[src/rtl/core/srtp_pkg.sv]
package srtp_pkg;

  localparam int NUM_PROCS = 16;
  localparam int SLOT_W    = $clog2(NUM_PROCS);
  localparam int CNT_W     = $clog2(NUM_PROCS + 1);
  localparam int TIME_W    = 24;
  localparam int BURST_W   = 16;
  localparam int TAG_W     = 8;

  localparam logic [TIME_W-1:0] TIME_MAX = {TIME_W{1'b1}};

  localparam logic [1:0] REQ_CLEAR = 2'd0;
  localparam logic [1:0] REQ_LOAD  = 2'd1;
  localparam logic [1:0] REQ_TICK  = 2'd2;

  typedef struct packed {
    logic [1:0]         req_type;
    logic [TAG_W-1:0]   proc_tag;
    logic [TIME_W-1:0]  arrival;
    logic [BURST_W-1:0] burst;
  } req_t;

  typedef struct packed {
    logic [TAG_W-1:0]  run_tag;
    logic              idle;
    logic [TIME_W-1:0] tick_time;
    logic              first_run;
    logic              finished;
    logic [TIME_W-1:0] turnaround;
    logic [TIME_W-1:0] waiting;
    logic              all_done;
    logic              overflow;
  } rsp_t;

  // Running best candidate that travels down the row of cells.
  typedef struct packed {
    logic               found;
    logic [SLOT_W-1:0]  slot;
    logic [BURST_W-1:0] rem;
    logic [TAG_W-1:0]   tag;
    logic [TIME_W-1:0]  arrival;
    logic [BURST_W-1:0] burst;
    logic               started;
  } wave_t;

  // Broadcast from the controller to every cell.
  typedef struct packed {
    logic               clear;
    logic               load;
    logic               commit;
    logic [SLOT_W-1:0]  slot;
    logic [TAG_W-1:0]   tag;
    logic [TIME_W-1:0]  arrival;
    logic [BURST_W-1:0] burst;
  } cell_ctl_t;

  typedef enum logic [1:0] {
    S_IDLE,
    S_SWEEP,
    S_CALC,
    S_WB
  } state_t;

endpackage

[src/rtl/core/srtp_cell.sv]
module srtp_cell
  import srtp_pkg::*;
(
  input  logic              clk,
  input  logic              rst,
  input  logic [SLOT_W-1:0] idx,
  input  logic              live,
  input  logic [TIME_W-1:0] now,
  input  cell_ctl_t         ctl,
  input  wave_t             wave_in,
  output wave_t             wave_out
);

  logic [TAG_W-1:0]   tag;
  logic [TIME_W-1:0]  arrival;
  logic [BURST_W-1:0] burst;
  logic [BURST_W-1:0] rem;
  logic               started;
  logic               done;
  logic               eligible;
  logic               hit;

  assign hit = (ctl.slot == idx);

  // Strict less-than keeps the earlier slot on a tie.
  assign eligible = live && !done && (arrival <= now) && (rem != '0) &&
                    (!wave_in.found || (rem < wave_in.rem));

  always_ff @(posedge clk) begin
    if (eligible) begin
      wave_out.found   <= 1'b1;
      wave_out.slot    <= idx;
      wave_out.rem     <= rem;
      wave_out.tag     <= tag;
      wave_out.arrival <= arrival;
      wave_out.burst   <= burst;
      wave_out.started <= started;
    end else begin
      wave_out <= wave_in;
    end
  end

  always_ff @(posedge clk) begin
    if (ctl.load && hit) begin
      tag     <= ctl.tag;
      arrival <= ctl.arrival;
      burst   <= ctl.burst;
      rem     <= ctl.burst;
    end else if (ctl.commit && hit) begin
      rem <= rem - BURST_W'(1);
    end
  end

  always_ff @(posedge clk) begin
    if (rst || ctl.clear) begin
      started <= 1'b0;
      done    <= 1'b0;
    end else if (ctl.load && hit) begin
      started <= 1'b0;
      done    <= 1'b0;
    end else if (ctl.commit && hit) begin
      started <= 1'b1;
      if (rem == BURST_W'(1)) begin
        done <= 1'b1;
      end
    end
  end

endmodule

[src/rtl/core/srt_preemptive_scheduler.sv]
// Shortest-remaining-time-first scheduler with a table of NUM_PROCS processes.
// Requests arrive on req (valid/ready) and each one produces exactly one
// result on rsp (valid/ready). A clear empties the table and resets time, a
// load appends one process, and a tick runs the process with the least
// remaining time among those that have arrived and are not finished.
// Each process sits in one cell of a row; on a tick the best candidate is
// handed from cell to cell, one cell per cycle, and the tick then passes
// through sweep, then turnaround, then writeback before its result.
// Clear, load and unused codes go straight to writeback. The row walk sets
// the tick latency; one request is in flight at a time.
// A new request is taken while an earlier result still waits on rsp; its own
// result, and the state update that goes with it, is held until rsp is free.
// Reset empties the table, clears all flags and counters and sets time to 0.
module srt_preemptive_scheduler
  import srtp_pkg::*;
(
  input  logic clk,
  input  logic rst,
  input  logic req_valid,
  output logic req_ready,
  input  req_t req,
  output logic rsp_valid,
  input  logic rsp_ready,
  output rsp_t rsp
);

  state_t             state;
  state_t             state_next;
  req_t               item;
  logic [SLOT_W-1:0]  sweep_cnt;
  logic [CNT_W-1:0]   loaded_count;
  logic [CNT_W-1:0]   loaded_count_next;
  logic [CNT_W-1:0]   completed_count;
  logic [CNT_W-1:0]   completed_count_next;
  logic [TIME_W-1:0]  current_time;
  logic [TIME_W-1:0]  current_time_next;
  logic [TIME_W-1:0]  next_time;
  logic [TIME_W-1:0]  tat;
  logic [TIME_W-1:0]  burst_ext;
  logic               out_free;
  logic               wb_fire;
  logic [NUM_PROCS-1:0] live;
  cell_ctl_t          ctl;
  rsp_t               rsp_next;
  wave_t              wave [NUM_PROCS+1];
  wave_t              best;

  assign req_ready = (state == S_IDLE);
  assign out_free  = !rsp_valid || rsp_ready;
  assign wb_fire   = (state == S_WB) && out_free;
  assign best      = wave[NUM_PROCS];
  assign wave[0]   = '0;
  assign next_time = (current_time == TIME_MAX) ? current_time
                                                : current_time + TIME_W'(1);
  assign burst_ext = {{(TIME_W-BURST_W){1'b0}}, best.burst};

  for (genvar g = 0; g < NUM_PROCS; g++) begin : g_cell
    assign live[g] = (CNT_W'(g) < loaded_count);

    srtp_cell u_cell (
      .clk      (clk),
      .rst      (rst),
      .idx      (SLOT_W'(g)),
      .live     (live[g]),
      .now      (current_time),
      .ctl      (ctl),
      .wave_in  (wave[g]),
      .wave_out (wave[g+1])
    );
  end

  always_ff @(posedge clk) begin
    if (rst) begin
      state <= S_IDLE;
    end else begin
      state <= state_next;
    end
  end

  always_ff @(posedge clk) begin
    if (req_valid && req_ready) begin
      item <= req;
    end
    if (state == S_CALC) begin
      tat <= next_time - best.arrival;
    end
  end

  always_ff @(posedge clk) begin
    if (rst) begin
      sweep_cnt <= '0;
    end else if (state == S_SWEEP) begin
      sweep_cnt <= sweep_cnt + SLOT_W'(1);
    end else begin
      sweep_cnt <= '0;
    end
  end

  always_ff @(posedge clk) begin
    if (rst) begin
      loaded_count    <= '0;
      completed_count <= '0;
      current_time    <= '0;
      rsp_valid       <= 1'b0;
    end else begin
      loaded_count    <= loaded_count_next;
      completed_count <= completed_count_next;
      current_time    <= current_time_next;
      if (wb_fire) begin
        rsp_valid <= 1'b1;
      end else if (rsp_ready) begin
        rsp_valid <= 1'b0;
      end
    end
  end

  always_ff @(posedge clk) begin
    if (wb_fire) begin
      rsp <= rsp_next;
    end
  end

  always_comb begin
    state_next           = state;
    loaded_count_next    = loaded_count;
    completed_count_next = completed_count;
    current_time_next    = current_time;
    rsp_next             = '0;
    ctl                  = '0;
    ctl.tag              = item.proc_tag;
    ctl.arrival          = item.arrival;
    ctl.burst            = (item.burst == '0) ? BURST_W'(1) : item.burst;
    ctl.slot             = loaded_count[SLOT_W-1:0];

    unique case (state)
      S_IDLE: begin
        if (req_valid) begin
          state_next = (req.req_type == REQ_TICK) ? S_SWEEP : S_WB;
        end
      end
      S_SWEEP: begin
        if (sweep_cnt == SLOT_W'(NUM_PROCS - 1)) begin
          state_next = S_CALC;
        end
      end
      S_CALC: begin
        state_next = S_WB;
      end
      S_WB: begin
        if (out_free) begin
          state_next = S_IDLE;
          if (item.req_type == REQ_CLEAR) begin
            ctl.clear            = 1'b1;
            loaded_count_next    = '0;
            completed_count_next = '0;
            current_time_next    = '0;
          end else if (item.req_type == REQ_LOAD) begin
            if (loaded_count >= CNT_W'(NUM_PROCS)) begin
              rsp_next.overflow = 1'b1;
            end else begin
              ctl.load          = 1'b1;
              loaded_count_next = loaded_count + CNT_W'(1);
            end
          end else if (item.req_type == REQ_TICK) begin
            rsp_next.tick_time = current_time;
            current_time_next  = next_time;
            if (!best.found) begin
              rsp_next.idle = 1'b1;
            end else begin
              ctl.commit         = 1'b1;
              ctl.slot           = best.slot;
              rsp_next.run_tag   = best.tag;
              rsp_next.first_run = !best.started;
              if (best.rem == BURST_W'(1)) begin
                rsp_next.finished    = 1'b1;
                rsp_next.turnaround  = tat;
                rsp_next.waiting     = (tat >= burst_ext) ? tat - burst_ext : '0;
                completed_count_next = completed_count + CNT_W'(1);
              end
            end
          end
          rsp_next.all_done = (completed_count_next == loaded_count_next);
        end
      end
      default: begin
        state_next = S_IDLE;
      end
    endcase
  end

endmodule

[config.mk]
export PLATFORM = sky130hd
export DESIGN_NAME = srt_preemptive_scheduler
export DESIGN_NICKNAME = d
export VERILOG_FILES = /design/src/rtl/core/srtp_pkg.sv /design/src/rtl/core/srtp_cell.sv /design/src/rtl/core/srt_preemptive_scheduler.sv
export SDC_FILE = /design/constraint.sdc
export NUM_CORES = 2
export LEC_CHECK = 0
export ABC_CLOCK_PERIOD_IN_PS = 6500
export BUFFER_PORTS_ARGS = -buffer_cell sky130_fd_sc_hd__buf_2
export CORE_UTILIZATION = 30
export CTS_BUF_LIST = sky130_fd_sc_hd__clkbuf_8
export CTS_CLUSTER_SIZE = 28
export DETAILED_ROUTE_END_ITERATION = 8
export GPL_TIMING_DRIVEN = 1
export MAX_ROUTING_LAYER = met4
export PLACE_DENSITY_LB_ADDON = 0.3
export REMOVE_ABC_BUFFERS = 1
export SLEW_MARGIN = 5
export SYNTH_ARGS = -nofsm -noshare
export SYNTH_HDL_FRONTEND = slang
export SYNTH_SLANG_ARGS = --single-unit
export TNS_END_PERCENT = 1
[constraint.sdc]
create_clock -name clk -period 6.5 [get_ports clk]
set_input_delay 0.975 -clock clk [delete_from_list [all_inputs] [get_ports clk]]
set_output_delay 0.975 -clock clk [all_outputs]
set_load 0.01 [all_outputs]
==> impl_metrics.py <==
metrics = {
    "synthesis": {
        "synth_edf_count": 1183,
        "synth-seq-cells": 2361,
        "synthDistinctLibCells": 82,
        "yosysWarnings": 0,
        "synth_top_area_cell": "edfxtp_1",
        "synth_top_cell_area_share": 0.363,
        "postSynthAreaPerCell_sq_um": 13.1,
        "syn_area_sq_um": 98000,
        "synth_area_leaders": "edfxtp_1 36%, dfxtp_1 24%, mux2_2 10%",
        "synthFlopType": "edfxtp_1",
        "synthCells": 7501,
        "yosysSeqAreaShare": 0.603,
        "synthTopCellsByCount": "1183 x edfxtp_1, 1178 x dfxtp_1, 907 x mux2_2, 688 x ha_1, 384 x inv_1",
        "synth_most_common_cell": "edfxtp_1",
        "async_reset_ff_frac": 0,
    },
    "clocking": {
        "cts_resized": 0,
        "cts_buffers": 401,
        "clkLatencyLatePin_ns": 1.06,
        "clk_pin_slew_worst_paths_ns": 0.06,
        "post_cts_buffers": 0,
        "cts_htree_levels": 5,
        "root_buffer": "clkbuf_8",
        "cts_tree": "done",
        "clock_sinks": 2361,
        "clock_path_buffers": 4,
    },
    "global_routing": {
        "grt_pass1_vias": 61400,
        "grt-ovfl-total": 0,
        "grt_use_total": 0.168,
        "grt_pass1_wl_mm": 404,
        "antenna_found_initial": 21,
        "grt_max_degree": 82,
    },
    "power": {
        "power_density_nw_per_um2": 308,
        "power.total_mw": 34.7,
        "peakVddDrop_v": 0.000157,
        "power_leakage_nw": 43.6,
    },
    "cells_and_area": {
        "fin_nets": 8679,
        "final_cell_area_sq_um": 112000,
        "drive_gt1_frac": 0.222,
        "post-route-util": 0.347,
        "syn_to_final_growth_pct": 14.8,
        "fill_cells": 31600,
    },
    "setup_path": {
        "worstPathRequired_ns": 7.38,
        "critPathArrivalTime_ns": 6.21,
        "critPathSlowestCell": "nor4_1",
        "path_class": "flip-flop to flip-flop",
        "crit_buf_inv": 1,
        "crit_chain": "nand4_1 > nor4_1 > nand3_2 > nand2b_1 > or4_1 > inv_1 > nand3_1 > xnor2_1 > ha_1 > a2111oi_0 > o21ai_0 > a31oi_1 > o22ai_1 > o41ai_1 > o21ai_0 > o21ai_0 > a21oi_1 > a31oi_1",
        "critPathMaxStageDelay_ns": 0.58,
        "crit_path_start_kind": "flip-flop",
        "crit_top_cell": "o21ai_0",
        "critPathTopFamily": "compound AO/OA/AOI/OAI gates",
        "crit_path_max_fanout": 10,
        "cp-end-kind": "flip-flop",
    },
    "floorplanning": {
        "core_sq_um": 325000,
        "die_h_um": 573,
        "initial_core_util": 0.302,
        "dieArea_sq_um": 329000,
        "die_width_um": 573,
        "io_pins": 141,
        "rows": 209,
    },
    "routing": {
        "drt-wirelength-per-cell_um": 21.8,
        "ant_nets": 0,
        "firstDrtPassIters": 8,
        "avgViaCountPerCell": 4.74,
        "drc": 51,
        "first_iter_violations": 4368,
        "vias": 59800,
        "drt-total-wl_mm": 275,
    },
    "timing": {
        "slew_headroom": 0.115,
        "min_period_ns": 5.33,
        "setup_viol": 0,
        "clock.fmax_ghz": 0.188,
        "finalCritPeriodShare": 0.820,
        "tightest_slew_ns": 1.33,
        "fin_skew_ns": 0.111,
        "rsz0062_at_grt": "false",
        "hold_violations": 0,
        "setup_tns_ns": 0,
        "slew_viol_final": 0,
        "fin_hold_ws_ns": 0.138,
    },
    "min_path": {
        "hp-class": "primary input to flip-flop",
    },
    "place": {
        "dp_hpwl_mm": 191,
        "place_congestion": 0.914,
        "portBuffers": 140,
        "placed_area_sq_um": 104000,
    },
    "flow_run": {
        "drv_cap": 0,
    },
    "run_status": {
        "violations": "design-rule violations",
        "status": "finished with violations",
    },
}
[report_power, final]
group          internal, mW  switching (mW)  leakage, nW
Sequential             17.0           0.794         20.6
Combinational          1.40            1.96         18.2
Clock                  7.28            6.24         4.77
Total                  25.7            8.99         43.6
[registers in the layout, indices dropped and copies added, names as in the netlist, 16 cells and up]
signal,cells
g_cell.u_cell.tag,128
tat,24
g_cell.u_cell.done,16
g_cell.u_cell.burst,256
item,18
ctl,32
g_cell.u_cell.wave_out,1105
g_cell.u_cell.rem,256
g_cell.u_cell.started,16
rsp,85
current_time,24
g_cell.u_cell.arrival,384
[worst paths after layout]
kind                                                  from                                        to  slack, ns  cells past startpoint
setup / recovery             current_time[12]$_SDFFE_PP0P_                         tat[22]$_DFFE_PP_       1.17                     18
hold / removal                                     req[36]                         ctl[36]$_DFFE_PP_       0.14                      1
setup reg to reg             current_time[12]$_SDFFE_PP0P_                         tat[22]$_DFFE_PP_       1.17                     18
hold reg to reg   g_cell[6].u_cell.wave_out[65]$_SDFF_PP0_  g_cell[7].u_cell.wave_out[65]$_SDFF_PP1_       0.36                      1
[cells by family after synthesis]
family	count (synthesis)	synth area share
flip-flops	2361	0.603
AND/OR/NAND/NOR	1504	0.0766
AO/OA/AOI/OAI	1039	0.0652
multiplexers	985	0.114
adder cells (fa/ha/maj)	690	0.0883
buffers and inverters	641	0.0275
XOR/XNOR	281	0.0251
[per-layer routing]
metal | vias up | wire, um | part of all wire | GRT usage
met3 | 497 | 13400 | 0.049 | 0.0212
li1 | 28200 | - | - | -
met2 | 1624 | 125000 | 0.46 | 0.262
met4 | 0 | 8880 | 0.032 | 0.0574
met5 | - | 0 | 0 | -
met1 | 29500 | 127000 | 0.46 | 0.224
[timing repair]
action                                  in CTS  in global routing
hold buffers                                13                  0
endpoints found under the setup margin       0                  0
hold endpoints to repair                    13                  0
[final cells by class]
| class | count | area [sq um] | area share |
|---|---|---|---|
| diodes | 8 | 20.0 | 0.000178 |
| repair buffers | 286 | 1890 | 0.0168 |
| clock buffers | 459 | 6320 | 0.0562 |
| inverters | 386 | 1450 | 0.0129 |
| well taps | 4325 | 5410 | 0.0481 |
| clock inverters | 293 | 1870 | 0.0166 |
| multi-input cells | 4499 | 36400 | 0.324 |
| flip-flops and latches | 2361 | 59100 | 0.525 |
[through the flow]
| stage | std cells | worst slack [ns] |
|---|---|---|
| 4_1_cts | 12600 | 1.26 |
| 3_3_place_gp | 11800 | 1.32 |
| 5_1_grt | 12600 | 0.738 |
| 6_report | 12600 | 1.17 |
| 2_1_floorplan | 7246 | -1.15 |
| 3_5_place_dp | 11800 | 1.30 |
[cells in the final DEF (no fill, tap or decap), types with 74 or more instances in the layout]
master,count
buf_2,140
xor2_1,83
xnor2_1,198
inv_1,530
clkbuf_8,459
nor4_1,81
a21o_1,180
and2_1,110
mux2_2,907
edfxtp_1,1183
buf_4,128
o21ai_0,339
dfxtp_1,1178
nand3_1,74
nand2b_1,78
nor2_1,346
ha_1,688
nor3_1,135
a21oi_1,271
nand4_1,115
nand2_1,357
No activity file was read; power rests on OpenSTA's default activity.
